--- config.mk ---
export PLATFORM = sky130hd
export DESIGN_NAME = duration_string_parser
export DESIGN_NICKNAME = d
export VERILOG_FILES = /design/src/dur_pkg.sv /design/src/dur_front.sv /design/src/dur_queue.sv /design/src/dur_parse.sv /design/src/dur_accum.sv /design/src/duration_string_parser.sv
export SDC_FILE = /design/constraint.sdc
export NUM_CORES = 2
export LEC_CHECK = 0
export ABC_AREA = 1
export ABC_CLOCK_PERIOD_IN_PS = 20900
export BUFFER_PORTS_ARGS = -buffer_cell sky130_fd_sc_hd__buf_4
export CORE_ASPECT_RATIO = 1.4
export CORE_MARGIN = 2
export CORE_UTILIZATION = 40
export DETAILED_ROUTE_END_ITERATION = 12
export GPL_ROUTABILITY_DRIVEN = 1
export PLACE_DENSITY = 0.57
export SLEW_MARGIN = 25
export SYNTH_ARGS = -nofsm -noshare
export SYNTH_HDL_FRONTEND = slang
export SYNTH_SLANG_ARGS = --single-unit
--- constraint.sdc ---
create_clock -name clk -period 20.9 [get_ports clk]
set_input_delay 5.225 -clock clk [delete_from_list [all_inputs] [get_ports clk]]
set_output_delay 5.225 -clock clk [all_outputs]
set_load 0.05 [all_outputs]
--- src/dur_pkg.sv ---
// Shared types, constants and helper functions for the duration string parser.
// Used by every module of the block and by its port checker; depends on nothing.
`timescale 1ns / 1ps

package dur_pkg;

  // Datapath width (matches the result port) and the width the total wraps at
  localparam int DW          = 64;
  localparam int VALUE_WIDTH = 64;
  localparam int HW          = DW / 2;

  // Widest suffix multiplier (31536000) fits in 25 bits
  localparam int MW = 25;

  // Token queue between front and back
  localparam int QDEPTH = 4;
  localparam int QAW    = $clog2(QDEPTH);

  // Result buffer at the output
  localparam int RES_DEPTH = 2;
  localparam int RES_AW    = $clog2(RES_DEPTH);

  // Configuration port
  localparam int CFG_IW = 2;
  localparam logic [CFG_IW-1:0] REG_DEFAULT  = CFG_IW'(0);
  localparam logic [CFG_IW-1:0] REG_ERROR    = CFG_IW'(1);
  localparam logic [CFG_IW-1:0] REG_INFINITY = CFG_IW'(2);

  // Magnitude limits of a number: VSIGN for negative, VSIGN - 1 for positive
  localparam logic [DW-1:0] VSIGN     = DW'(1) << (VALUE_WIDTH - 1);
  localparam logic [DW-1:0] INF_RESET = {1'b0, {(DW-1){1'b1}}};

  // Infinity word tracking: count of matched letters, or broken
  localparam logic [3:0] INF_SHORT  = 4'd3;
  localparam logic [3:0] INF_FULL   = 4'd8;
  localparam logic [3:0] INF_BROKEN = 4'd15;
  localparam logic [7:0] INF_WORD [8] = '{"i", "n", "f", "i", "n", "i", "t", "y"};

  typedef enum logic [1:0] {
    ST_PARSED  = 2'd0,
    ST_DEFAULT = 2'd1,
    ST_ERROR   = 2'd2,
    ST_INF     = 2'd3
  } status_t;

  typedef enum logic [2:0] {
    SFX_NONE,
    SFX_S,
    SFX_M,
    SFX_H,
    SFX_D,
    SFX_W,
    SFX_Y
  } sfx_t;

  // One classified character, front to back
  typedef struct packed {
    logic       absent;
    logic       lookup_failed;
    logic       is_nul;
    logic       space;
    logic       sign;
    logic       minus;
    logic       digit;
    logic       oct;
    logic       hex_ok;
    logic       is_x;
    logic [3:0] dval;
    sfx_t       sfx;
    logic [7:0] inf_hit;
  } token_t;

  // Work for the accumulator: add term * multiplier, and/or emit a result
  typedef struct packed {
    logic          add;
    logic [DW-1:0] term;
    sfx_t          sfx;
    logic          emit;
    status_t       status;
  } op_t;

  typedef struct packed {
    logic [DW-1:0] value;
    status_t       status;
  } res_t;

  function automatic logic [MW-1:0] sfx_mult(sfx_t s);
    logic [MW-1:0] m;
    unique case (s)
      SFX_S:   m = MW'(1);
      SFX_M:   m = MW'(60);
      SFX_H:   m = MW'(60 * 60);
      SFX_D:   m = MW'(60 * 60 * 24);
      SFX_W:   m = MW'(60 * 60 * 24 * 7);
      SFX_Y:   m = MW'(60 * 60 * 24 * 365);
      default: m = '0;
    endcase
    return m;
  endfunction

endpackage

--- src/dur_front.sv ---
// Front end: takes characters from the input port and classifies them into tokens.
// Depends on dur_pkg; feeds dur_queue.
`timescale 1ns / 1ps

module dur_front import dur_pkg::*; (
  input  logic       push,
  output logic       full,
  input  logic [7:0] ch,
  input  logic       absent,
  input  logic       lookup_failed,
  input  logic       q_full,
  output logic       q_push,
  output token_t     q_token
);

  logic [7:0] lc;
  logic [7:0] hv;

  // Input transfer goes straight into the token queue
  assign q_push = push && !q_full;
  assign full   = q_full;

  // Lower-case fold for letters
  assign lc = (ch >= "A" && ch <= "Z") ? ch + 8'd32 : ch;

  // Hex digit value; only meaningful with hex_ok
  always_comb begin
    if (ch >= "0" && ch <= "9") begin
      hv = ch - "0";
    end else begin
      hv = lc - "a" + 8'd10;
    end
  end

  always_comb begin
    q_token               = '0;
    q_token.absent        = absent;
    q_token.lookup_failed = lookup_failed;
    q_token.is_nul        = (ch == 8'h00);
    q_token.space         = (ch == " ") || (ch >= 8'd9 && ch <= 8'd13);
    q_token.sign          = (ch == "+") || (ch == "-");
    q_token.minus         = (ch == "-");
    q_token.digit         = (ch >= "0" && ch <= "9");
    q_token.oct           = (ch >= "0" && ch <= "7");
    q_token.hex_ok        = (ch >= "0" && ch <= "9") || (lc >= "a" && lc <= "f");
    q_token.is_x          = (lc == "x");
    q_token.dval          = hv[3:0];
    unique case (lc)
      "s":     q_token.sfx = SFX_S;
      "m":     q_token.sfx = SFX_M;
      "h":     q_token.sfx = SFX_H;
      "d":     q_token.sfx = SFX_D;
      "w":     q_token.sfx = SFX_W;
      "y":     q_token.sfx = SFX_Y;
      default: q_token.sfx = SFX_NONE;
    endcase
    // Which letter positions of the infinity word this character matches
    for (int k = 0; k < 8; k++) begin
      q_token.inf_hit[k] = (lc == INF_WORD[k]);
    end
  end

endmodule

--- src/dur_queue.sv ---
// Short token queue between the classifying front and the parsing back.
// Depends on dur_pkg.
`timescale 1ns / 1ps

module dur_queue import dur_pkg::*; (
  input  logic   clk,
  input  logic   rst,
  input  logic   wr,
  input  token_t wr_token,
  output logic   full,
  input  logic   rd,
  output logic   valid,
  output token_t rd_token
);

  token_t         slots [QDEPTH];
  logic [QAW-1:0] wr_ptr;
  logic [QAW-1:0] rd_ptr;
  logic [QAW:0]   count;

  assign full     = (count == (QAW+1)'(QDEPTH));
  assign valid    = (count != '0);
  assign rd_token = slots[rd_ptr];

  // Pointers and fill count
  always_ff @(posedge clk) begin
    if (rst) begin
      wr_ptr <= '0;
      rd_ptr <= '0;
      count  <= '0;
    end else begin
      if (wr) begin
        wr_ptr <= (wr_ptr == QAW'(QDEPTH - 1)) ? '0 : wr_ptr + QAW'(1);
      end
      if (rd) begin
        rd_ptr <= (rd_ptr == QAW'(QDEPTH - 1)) ? '0 : rd_ptr + QAW'(1);
      end
      count <= count + (QAW+1)'(wr) - (QAW+1)'(rd);
    end
  end

  // Token storage
  always_ff @(posedge clk) begin
    if (wr) begin
      slots[wr_ptr] <= wr_token;
    end
  end

endmodule

--- src/dur_parse.sv ---
// Parser: walks the number/suffix grammar one token per cycle unless the op register is held, and issues
// add and result operations to the accumulator. Depends on dur_pkg.
`timescale 1ns / 1ps

module dur_parse import dur_pkg::*; (
  input  logic   clk,
  input  logic   rst,
  input  logic   tok_valid,
  input  token_t tok,
  output logic   tok_pop,
  input  logic   op_ready,
  output logic   op_valid,
  output op_t    op
);

  typedef enum logic [2:0] {
    PH_START,
    PH_SPACE,
    PH_SIGN,
    PH_NUMBER,
    PH_HEXPFX
  } ph_t;

  typedef enum logic [1:0] {
    RX_DEC,
    RX_OCT,
    RX_HEX,
    RX_LEAD0
  } rx_t;

  ph_t           phase, phase_next;
  rx_t           radix, radix_next;
  logic [DW-1:0] number, number_next;
  logic          neg, neg_next;
  logic          saw, saw_next;
  logic          oor, oor_next;
  logic          failed, failed_next;
  logic [3:0]    inf_match, inf_next;

  op_t           op_n;
  logic          load;
  logic          first_d;
  logic          dig;
  logic          endn;
  logic          clr;
  logic [DW+3:0] n_w;
  logic [DW+3:0] d_w;
  logic [DW+3:0] wide;
  logic [DW+3:0] limit_w;
  logic          ovf;
  logic [DW-1:0] term;

  // A token moves on when the op register is free or draining
  assign load    = tok_valid && (!op_valid || op_ready);
  assign tok_pop = load;

  // Next magnitude for one more digit, and its overflow check
  assign n_w     = (DW+4)'(number);
  assign d_w     = (DW+4)'(tok.dval);
  assign limit_w = (DW+4)'(neg ? VSIGN : VSIGN - DW'(1));
  always_comb begin
    if (phase == PH_HEXPFX || radix == RX_HEX) begin
      wide = (n_w << 4) + d_w;
    end else if (radix == RX_OCT || radix == RX_LEAD0) begin
      wide = (n_w << 3) + d_w;
    end else begin
      wide = (n_w << 3) + (n_w << 1) + d_w;
    end
  end
  assign ovf  = (wide > limit_w);
  assign term = neg ? (DW'(0) - number) : number;

  // Grammar step
  always_comb begin
    phase_next  = phase;
    radix_next  = radix;
    number_next = number;
    neg_next    = neg;
    saw_next    = saw;
    oor_next    = oor;
    failed_next = failed;
    inf_next    = inf_match;
    op_n        = '0;
    first_d     = 1'b0;
    dig         = 1'b0;
    endn        = 1'b0;
    clr         = 1'b0;

    priority if (tok.absent) begin
      op_n.emit   = 1'b1;
      op_n.status = ST_DEFAULT;
      clr         = 1'b1;
    end else if (tok.lookup_failed) begin
      op_n.emit   = 1'b1;
      op_n.status = ST_ERROR;
      clr         = 1'b1;
    end else if (!tok.is_nul) begin
      // Track the whole-string infinity match regardless of parse faults
      if (inf_match < INF_FULL && tok.inf_hit[inf_match[2:0]]) begin
        inf_next = inf_match + 4'd1;
      end else begin
        inf_next = INF_BROKEN;
      end
      if (!failed) begin
        unique case (phase)
          PH_START, PH_SPACE: begin
            priority if (tok.space) begin
              phase_next = PH_SPACE;
            end else if (tok.sign) begin
              neg_next   = tok.minus;
              phase_next = PH_SIGN;
            end else if (tok.digit) begin
              first_d = 1'b1;
            end else begin
              failed_next = 1'b1;
            end
          end
          PH_SIGN: begin
            if (tok.digit) begin
              first_d = 1'b1;
            end else begin
              failed_next = 1'b1;
            end
          end
          PH_HEXPFX: begin
            if (tok.hex_ok) begin
              radix_next = RX_HEX;
              dig        = 1'b1;
              phase_next = PH_NUMBER;
            end else begin
              failed_next = 1'b1;
            end
          end
          PH_NUMBER: begin
            priority if (radix == RX_HEX && tok.hex_ok) begin
              dig = 1'b1;
            end else if ((radix == RX_OCT || radix == RX_LEAD0) && tok.oct) begin
              radix_next = RX_OCT;
              dig        = 1'b1;
            end else if (radix == RX_DEC && tok.digit) begin
              dig = 1'b1;
            end else if (radix == RX_LEAD0 && tok.is_x) begin
              phase_next = PH_HEXPFX;
            end else if (tok.sfx != SFX_NONE) begin
              endn = 1'b1;
            end else begin
              failed_next = 1'b1;
            end
          end
          default: begin
            failed_next = 1'b1;
          end
        endcase
      end
    end else begin
      // End of string: decide the kind of result
      op_n.emit = 1'b1;
      clr       = 1'b1;
      priority if (inf_match == INF_SHORT || inf_match == INF_FULL) begin
        op_n.status = ST_INF;
      end else if (failed) begin
        op_n.status = ST_ERROR;
      end else if (phase == PH_NUMBER) begin
        if (oor || !saw) begin
          op_n.status = ST_ERROR;
        end else begin
          op_n.add    = 1'b1;
          op_n.term   = term;
          op_n.sfx    = SFX_S;
          op_n.status = ST_PARSED;
        end
      end else if (phase != PH_START) begin
        op_n.status = ST_ERROR;
      end else begin
        op_n.status = ST_PARSED;
      end
    end

    // First digit of a number: a leading zero selects octal or hex
    if (first_d) begin
      number_next = DW'(tok.dval);
      saw_next    = 1'b1;
      radix_next  = (tok.dval == 4'd0) ? RX_LEAD0 : RX_DEC;
      phase_next  = PH_NUMBER;
    end

    // Further digit with overflow latch
    if (dig) begin
      saw_next = 1'b1;
      if (!oor) begin
        if (ovf) begin
          oor_next = 1'b1;
        end else begin
          number_next = wide[DW-1:0];
        end
      end
    end

    // Suffix closes the number
    if (endn) begin
      if (oor || !saw) begin
        failed_next = 1'b1;
      end else begin
        op_n.add  = 1'b1;
        op_n.term = term;
        op_n.sfx  = tok.sfx;
      end
      number_next = '0;
      neg_next    = 1'b0;
      radix_next  = RX_DEC;
      saw_next    = 1'b0;
      oor_next    = 1'b0;
      phase_next  = PH_START;
    end

    // Any result starts a fresh query
    if (clr) begin
      phase_next  = PH_START;
      radix_next  = RX_DEC;
      number_next = '0;
      neg_next    = 1'b0;
      saw_next    = 1'b0;
      oor_next    = 1'b0;
      failed_next = 1'b0;
      inf_next    = '0;
    end
  end

  // Parser state and the op register
  always_ff @(posedge clk) begin
    if (rst) begin
      phase     <= PH_START;
      radix     <= RX_DEC;
      number    <= '0;
      neg       <= 1'b0;
      saw       <= 1'b0;
      oor       <= 1'b0;
      failed    <= 1'b0;
      inf_match <= '0;
      op_valid  <= 1'b0;
      op        <= '0;
    end else begin
      if (load) begin
        phase     <= phase_next;
        radix     <= radix_next;
        number    <= number_next;
        neg       <= neg_next;
        saw       <= saw_next;
        oor       <= oor_next;
        failed    <= failed_next;
        inf_match <= inf_next;
        op_valid  <= op_n.add || op_n.emit;
        op        <= op_n;
      end else if (op_ready) begin
        op_valid <= 1'b0;
      end
    end
  end

endmodule

--- src/dur_accum.sv ---
// Accumulator: split multiply by the suffix constant, running total, value
// registers and the result buffer. Depends on dur_pkg.
`timescale 1ns / 1ps

module dur_accum import dur_pkg::*; (
  input  logic              clk,
  input  logic              rst,
  input  logic              op_valid,
  input  op_t               op,
  output logic              op_ready,
  input  logic              wr_en,
  input  logic [CFG_IW-1:0] wr_index,
  input  logic [DW-1:0]     wr_data,
  output logic              empty,
  input  logic              pop,
  output logic [DW-1:0]     value,
  output logic [1:0]        status
);

  logic [DW-1:0]      default_q;
  logic [DW-1:0]      error_q;
  logic [DW-1:0]      infinity_q;

  logic [MW-1:0]      mult;
  logic [HW+MW-1:0]   lo_prod;
  logic [HW-1:0]      hi_prod;

  logic               m_valid;
  logic [HW+MW-1:0]   m_lo;
  logic [HW-1:0]      m_hi;
  logic               m_add;
  logic               m_emit;
  status_t            m_status;
  logic               take_m;

  logic [DW-1:0]      total;
  logic [DW-1:0]      product;
  logic [DW-1:0]      sum;
  res_t               res_new;

  res_t               res_slots [RES_DEPTH];
  logic [RES_AW-1:0]  res_wp;
  logic [RES_AW-1:0]  res_rp;
  logic [RES_AW:0]    res_cnt;
  logic               res_full;
  logic               res_wr;
  logic               res_rd;

  // Value registers
  always_ff @(posedge clk) begin
    if (rst) begin
      default_q  <= '0;
      error_q    <= '0;
      infinity_q <= INF_RESET;
    end else if (wr_en) begin
      unique case (wr_index)
        REG_DEFAULT:  default_q  <= wr_data;
        REG_ERROR:    error_q    <= wr_data;
        REG_INFINITY: infinity_q <= wr_data;
        default:      ;
      endcase
    end
  end

  // Multiply stage: partial products of the low and high 32-bit halves, registered
  assign mult    = sfx_mult(op.sfx);
  assign lo_prod = (HW+MW)'(op.term[HW-1:0]) * (HW+MW)'(mult);
  assign hi_prod = HW'(op.term[DW-1:HW] * HW'(mult));

  assign take_m   = m_valid && (!m_emit || !res_full);
  assign op_ready = !m_valid || take_m;

  always_ff @(posedge clk) begin
    if (rst) begin
      m_valid <= 1'b0;
    end else if (op_ready) begin
      m_valid <= op_valid;
    end
  end

  always_ff @(posedge clk) begin
    if (op_valid && op_ready) begin
      m_lo     <= lo_prod;
      m_hi     <= hi_prod;
      m_add    <= op.add;
      m_emit   <= op.emit;
      m_status <= op.status;
    end
  end

  // Accumulate stage: merge partials and add into the running total
  assign product = {m_hi, HW'(0)} + DW'(m_lo);
  assign sum     = total + (m_add ? product : '0);

  always_ff @(posedge clk) begin
    if (rst) begin
      total <= '0;
    end else if (take_m) begin
      if (m_emit) begin
        total <= '0;
      end else if (m_add) begin
        total <= sum;
      end
    end
  end

  // Result value by kind
  always_comb begin
    res_new.status = m_status;
    unique case (m_status)
      ST_PARSED:  res_new.value = DW'($signed(sum[VALUE_WIDTH-1:0]));
      ST_DEFAULT: res_new.value = default_q;
      ST_ERROR:   res_new.value = error_q;
      ST_INF:     res_new.value = infinity_q;
      default:    res_new.value = error_q;
    endcase
  end

  // Result buffer
  assign res_full = (res_cnt == (RES_AW+1)'(RES_DEPTH));
  assign empty    = (res_cnt == '0);
  assign res_wr   = take_m && m_emit;
  assign res_rd   = pop && !empty;
  assign value    = res_slots[res_rp].value;
  assign status   = res_slots[res_rp].status;

  always_ff @(posedge clk) begin
    if (rst) begin
      res_wp  <= '0;
      res_rp  <= '0;
      res_cnt <= '0;
    end else begin
      if (res_wr) begin
        res_wp <= (res_wp == RES_AW'(RES_DEPTH - 1)) ? '0 : res_wp + RES_AW'(1);
      end
      if (res_rd) begin
        res_rp <= (res_rp == RES_AW'(RES_DEPTH - 1)) ? '0 : res_rp + RES_AW'(1);
      end
      res_cnt <= res_cnt + (RES_AW+1)'(res_wr) - (RES_AW+1)'(res_rd);
    end
  end

  always_ff @(posedge clk) begin
    if (res_wr) begin
      res_slots[res_wp] <= res_new;
    end
  end

endmodule

--- src/duration_string_parser.sv ---
// Path: a string-ending item's result passes the token queue, parse register,
//   multiply register and result buffer; other items give none.
// Throughput: one character per cycle; stalls only when the four-entry token
//   queue or the two-entry result buffer fills. Results leave one per cycle.
// Reset (synchronous): empties both queues, restarts the parse, and sets the
//   default, error and infinity values to 0, 0 and the largest positive value.
`timescale 1ns / 1ps

module duration_string_parser import dur_pkg::*; (
  input  logic                 clk,
  input  logic                 rst,
  input  logic                 push,
  output logic                 full,
  input  logic [7:0]           ch,
  input  logic                 absent,
  input  logic                 lookup_failed,
  output logic                 empty,
  input  logic                 pop,
  output logic signed [DW-1:0] value,
  output logic [1:0]           status,
  input  logic                 wr_en,
  input  logic [CFG_IW-1:0]    wr_index,
  input  logic [DW-1:0]        wr_data
);

  logic          q_full;
  logic          q_push;
  token_t        q_wtok;
  logic          q_valid;
  token_t        q_rtok;
  logic          q_pop;
  logic          op_valid;
  logic          op_ready;
  op_t           op;
  logic [DW-1:0] value_u;

  // Front: classify characters
  dur_front u_front (
    .push          (push),
    .full          (full),
    .ch            (ch),
    .absent        (absent),
    .lookup_failed (lookup_failed),
    .q_full        (q_full),
    .q_push        (q_push),
    .q_token       (q_wtok)
  );

  // Token queue
  dur_queue u_queue (
    .clk      (clk),
    .rst      (rst),
    .wr       (q_push),
    .wr_token (q_wtok),
    .full     (q_full),
    .rd       (q_pop),
    .valid    (q_valid),
    .rd_token (q_rtok)
  );

  // Back: grammar
  dur_parse u_parse (
    .clk       (clk),
    .rst       (rst),
    .tok_valid (q_valid),
    .tok       (q_rtok),
    .tok_pop   (q_pop),
    .op_ready  (op_ready),
    .op_valid  (op_valid),
    .op        (op)
  );

  // Back: arithmetic and results
  dur_accum u_accum (
    .clk      (clk),
    .rst      (rst),
    .op_valid (op_valid),
    .op       (op),
    .op_ready (op_ready),
    .wr_en    (wr_en),
    .wr_index (wr_index),
    .wr_data  (wr_data),
    .empty    (empty),
    .pop      (pop),
    .value    (value_u),
    .status   (status)
  );

  assign value = $signed(value_u);

endmodule

-- Word level (Yosys, flattened, before mapping)
Memory sizes are Yosys's and may differ from the RTL's. A register that Yosys moved wholly into a read port is not among the register bits.
Cells that the tools add are included.
- bits in registers: 510
- memory bits (writable): 232
- bits of input ports: 81
- output and inout port bits: 68
- logic and storage cells: 333
- memories kept: 2
- add/sub/neg operators: 20
- multipliers: 2
- magnitude comparators: 12
- equal/unequal tests: 57
- muxes and demuxes: 147
- reduce and logical (&&, ||, !) cells: 63
- memory list (memory ; depth ; width ; rd ports ; clocked after Yosys merged registers in ; wr ports ; line ; text):
    u_accum.res_slots ; 2 ; 66 ; 1 ; 1 ; 1 ; dur_accum.sv:41 ; res_t res_slots [RES_DEPTH];
    u_queue.slots ; 4 ; 25 ; 1 ; 1 ; 1 ; dur_queue.sv:16 ; token_t slots [QDEPTH];
- operators by type and width (operator ; count):
    64-bit two-way mux ; 11
    68-bit two-way mux ; 10
    64-bit one-hot mux with 4 select lines ; 1
    25-bit one-hot mux with 6 select lines ; 1
    68-bit by 4-bit adder with 68-bit output ; 2
    8-bit by 7-bit equality test with 1-bit output (second input constant) ; 11
    1-bit two-way mux ; 73
    71-bit two-way mux ; 1
    67-bit by 4-bit adder with 68-bit output ; 1
    67-bit by 65-bit adder with 68-bit output ; 1
    68-bit greater-than comparator ; 1
    64-bit by 57-bit adder with 64-bit output ; 1
    64-bit adder ; 1
    1-bit by 64-bit subtractor with 64-bit output (first input constant) ; 1
    32-bit by 25-bit multiplier with 57-bit output ; 1
    3-bit two-way mux ; 16
    2-bit two-way mux ; 20
    32-bit by 25-bit multiplier with 32-bit output ; 1
    8-bit by 6-bit equality test with 1-bit output (second input constant) ; 3
    4-bit two-way mux ; 6
    3-bit one-hot mux with 6 select lines ; 1
    3-bit nonzero test ; 6
    2-bit equality test (second input constant) ; 8
    8-bit by 7-bit >= comparator with 1-bit output (second input constant) ; 2
    other kinds (55) ; 121

-- Longest topological paths before layout
- depth after elaboration: 14
- gate-level depth with buffers: 49

-- Hierarchy
Synthesis repeated with hierarchy kept, for this count alone.
- cells, all modules: 11181
- area, all modules: 83238.6 um^2
- modules (own cells, without submodules) (module ; times used ; cells an instance ; area each (um^2) ; seq. area each (um^2)):
    dur_accum ; 1 ; 7329 ; 58823.9 ; 12001.5
    dur_parse ; 1 ; 3389 ; 19354.8 ; 2982.9
    dur_queue ; 1 ; 351 ; 4429.2 ; 3183.1
    dur_front ; 1 ; 112 ; 630.6 ; 0.0

-- Worst setup path after synthesis
No wires, ideal clock.
- path type: input port to flip-flop
- from: input ch[2]
- to: memory u_queue.slots[0][10] (netlist bit) (data pin)
- setup time: 0.272 ns
- arrival time: 7.134 ns
- required time: 20.628 ns
- slack: 13.494 ns
- cell stages on the path: 14
- buffers on the path: 1
- cell sequence: clkbuf_2 -> nor2_2 -> inv_1 -> nor2_1 -> nand4_1 -> o21ai_1 -> o21ai_0 -> or2_1 -> o21a_1 -> nor2_1 -> nand2_1 -> nor2_1 -> inv_1 -> o311ai_0
- RTL lines (element ; line ; text):
    start, declared ; duration_string_parser.sv:14 ; input logic [7:0] ch,
    end, declared ; dur_queue.sv:16 ;

-- Worst setup path after layout
- from: register u_parse.op[5] (netlist name)
- to: register u_accum.m_lo[54] (data pin)
- longest elaborated chain between the ends: 3
- elaborated cells between the ends (all ways): 8
- classes of those cells: mul: 1; eq/ne: 6; mux: 1
- ends and longest elaborated chain (element ; line ; text):
    3-bit equality test (tied with other cells) ; dur_pkg.sv:89 ; unique case (s)
    25-bit one-hot mux with 6 select lines (*) ; dur_pkg.sv:89 ;
    32-bit by 25-bit multiplier with 57-bit output (*) ; dur_accum.sv:67 ; assign lo_prod = (HW+MW)'(op.term[HW-1:0]) * (HW+MW)'(mult);
    net u_accum.lo_prod[54] ; dur_accum.sv:25 ; logic [HW+MW-1:0] lo_prod;
    end signal, assigned ; dur_accum.sv:83 ; m_lo <= lo_prod;
    end, declared ; dur_accum.sv:29 ; logic [HW+MW-1:0] m_lo;
Mark *: on every way through the listed nets, which the timed path passes. The rest lies on a longest branch.
A chain may end at the register's enable or synchronous reset.

==> results.md <==
- Max Freq: 107.2 MHz
- Buffer count from post-CTS setup fixing: 0
- # setup viols final: 0
- Synthesized cell area: 81900 sq um
- Worst Path Class, Setup: reg -> reg
- Drt drc: 0
- Slew @ Worst Pin: 1.091 ns
- Antenna violations before repair: 17
- Register bit total from synthesis: 733
- Leakage: 0.04215 uW
- Crit path max-delay cell type: nand2_1
- Max VDD drop: 0.05874 mV
- H-tree level count: 3
- Power Density: 58.01 nW/um^2
- DRT antenna net count: 0
- Drt total wl: 311800 microns
- Hold crit path type: reg -> reg
- DP Wirelength: 254800 microns
- CTS Buf Count: 81
- Core ar.: 203500 sq um
- Die Ht: 539.4 microns
- Area growth syn-to-layout: 7.804%
- Crit path launch type: flip-flop
- CTS tree: built
- GRT overflow: 0
- Placer congestion estimate: 1.011
- Final period utilization: 0.4463
- First-pass GRT wire length: 464800 microns
- Clock Sinks: 733
- Clock root buffer: clkbuf_16
- Cell accounting for the most synthesized area: fa_1
- Worst Skew: 0.04162 ns
- Slew Limit Fails: 0
- Worst path arrival time: 9.76 ns
- Setup tns final: 0 ns
- Post-synth top area share: 0.1936
- Main synth FF type: dfxtp_1
- Synth unique cells: 74
- Cts repair resizes: 0
- Largest net degree at the start of global routing: 117
- Num rows: 196
- PortBufs: 148
- Slew headroom: 0.2707
- WP buf/inv: 9
- CP dominant cell by count: inv_1
- Ys Warns: 0
- Status: completed
- RSZ-0062 raised after global routing: no
- Max_cap viols: 0
- Dpl cells: 13390
- Final Util: 0.4338
- DR WL/cell: 23.00 microns
- Fill cells: 21010
- Via count: 71730
- DR WL met2: 158300 microns
- Nets: 12490
- WL met1: 107200 microns
- Hold slack final: 0.4257 ns
- Top cells by count, synth: 2104 x inv_1, 2031 x nand2_1, 1339 x nor2_1
- Asr flop ratio synth: 0
- Top-count cell post-synth: inv_1
- Part of the Yosys area used for sequential elements: 0.2174
- Starting Density: 0.4024
- CTS hold repair buffers: 0
- Top delay family on crit path: adder cells
- Worst EP required: 21.33 ns
- DP Worst Slack: 11.59 ns
- Top routing layer in use: met4
- Post-synth EDFFs: 313
- Worst skew pair latency: 0.71 ns
- Synth Area per Inst: 7.545 sq um
- Setup WS post-layout: 11.57 ns
- Worst path max stage delay: 0.88 ns
- Top cells by area, synth: fa_1 19%, ha_1 12%, edfxtp_1 11%, dfxtp_1 10%, inv_1 9.6%
- DR pass1 iterations: 8
- Share of cells above drive strength 1: 0.05318
- DR iter-0 viols: 4588
- Fin. Hold Viols: 0
- Clock buffer depth: 3
- IO Count: 149
- WL met3: 13700 microns
- Tot GR Track Use: 0.2961
- Synthesized instance count: 10860
- Worst-path clk slew: 0.09 ns
- Die width: 386.4 microns
- Vias in the first global route: 74580
- Critical path capture point type: flip-flop
- Syn nets: 12540
- Cell Count, Final, Fillers Out: 13560
- Worst Path Max Fanout: 52
- Final min period: 9.328 ns
- Die area: 208400 sq um
- Via/cell ratio: 5.291
## layout make-up
class / instances / area (sq um) / share of cell area
diodes: 14 / 35.03 / 0.0003968
inverters: 2150 / 8083 / 0.09155
repair buffers: 246 / 1857 / 0.02103
multi-input cells: 7589 / 54470 / 0.6169
well taps: 2673 / 3344 / 0.03788
clock buffers: 104 / 2236 / 0.02532
clock inverters: 46 / 451.7 / 0.005116
flip-flops and latches: 733 / 17820 / 0.2018
## stage by stage
step                area, sq um  power (uW)
floorplan                 81900        2937
global placement          85560        3624
detailed placement        85560        3642
CTS                       88250        5139
global route              88280        5348
finish                    88290        5122
## final timing paths
path	endpoint	depth (start not counted)	start	slack (ns)
hold reg to reg	u_accum.m_add$_DFFE_PP_	0	u_parse.op[70]$_SDFFE_PP0P_	0.43
setup reg to reg	u_accum.m_lo[54]$_DFFE_PP_	29	u_parse.op[5]$_SDFFE_PP0P_	11.57
setup / recovery	u_accum.m_lo[54]$_DFFE_PP_	29	u_parse.op[5]$_SDFFE_PP0P_	11.57
hold / removal	u_accum.m_add$_DFFE_PP_	0	u_parse.op[70]$_SDFFE_PP0P_	0.43
## layout by cell type, fill, tap and decap left out, drive strengths merged, types with 33 or more instances in the layout
cell type,count
clkinv,65
xor2,187
buf,245
a31oi,66
ha,813
clkbuf,105
nand2,2038
nor4,38
nor3,109
edfxtp,313
xnor2,69
o21bai,33
fa,792
o21ai,430
dfxtp,420
nand4,202
nand3,456
inv,2119
a21oi,707
nor2,1354
or2,45
mux2,66
## kinds of logic after synthesis
family / share of synthesized area
simple gates: 0.2154
buf+inv: 0.1190
fa+ha+maj: 0.3178
compound gates: 0.09365
flops: 0.2174
xor+xnor: 0.02765
mux: 0.009074
## report_power, final
part | switching [uW] | internal (uW) | leakage (uW)
combinational | 1360 | 461 | 0.0345
sequential | 126 | 1690 | 0.00635
clock | 671 | 817 | 0.00129
total | 2150 | 2970 | 0.0421
## layer usage
| layer | up-vias | track usage |
|---|---|---|
| li1 | 34120 | - |
| met3 | 817 | 0.03467 |
| met1 | 34690 | 0.2966 |
| met4 | 0 | 0.2540 |
| met5 | - | 0 |
| met2 | 2106 | 0.5438 |
## registers in the layout, summed over array words and instances, names as in the netlist, 2 cells and up, named ones only
register,cells
u_accum.res_cnt,2
u_queue.rd_ptr,2
u_accum.m_hi,32
u_accum.m_status,2
u_accum.error_q,64
u_accum.m_lo,57
u_parse.op,71
u_parse.radix,2
u_parse.phase,3
u_parse.inf_match,4
u_accum.total,64
u_accum.res_slots,132
u_queue.wr_ptr,2
u_accum.default_q,64
u_accum.infinity_q,64
u_parse.number,64
u_queue.count,3
u_queue.slots,88
No activity file was read; power rests on OpenSTA's default activity.
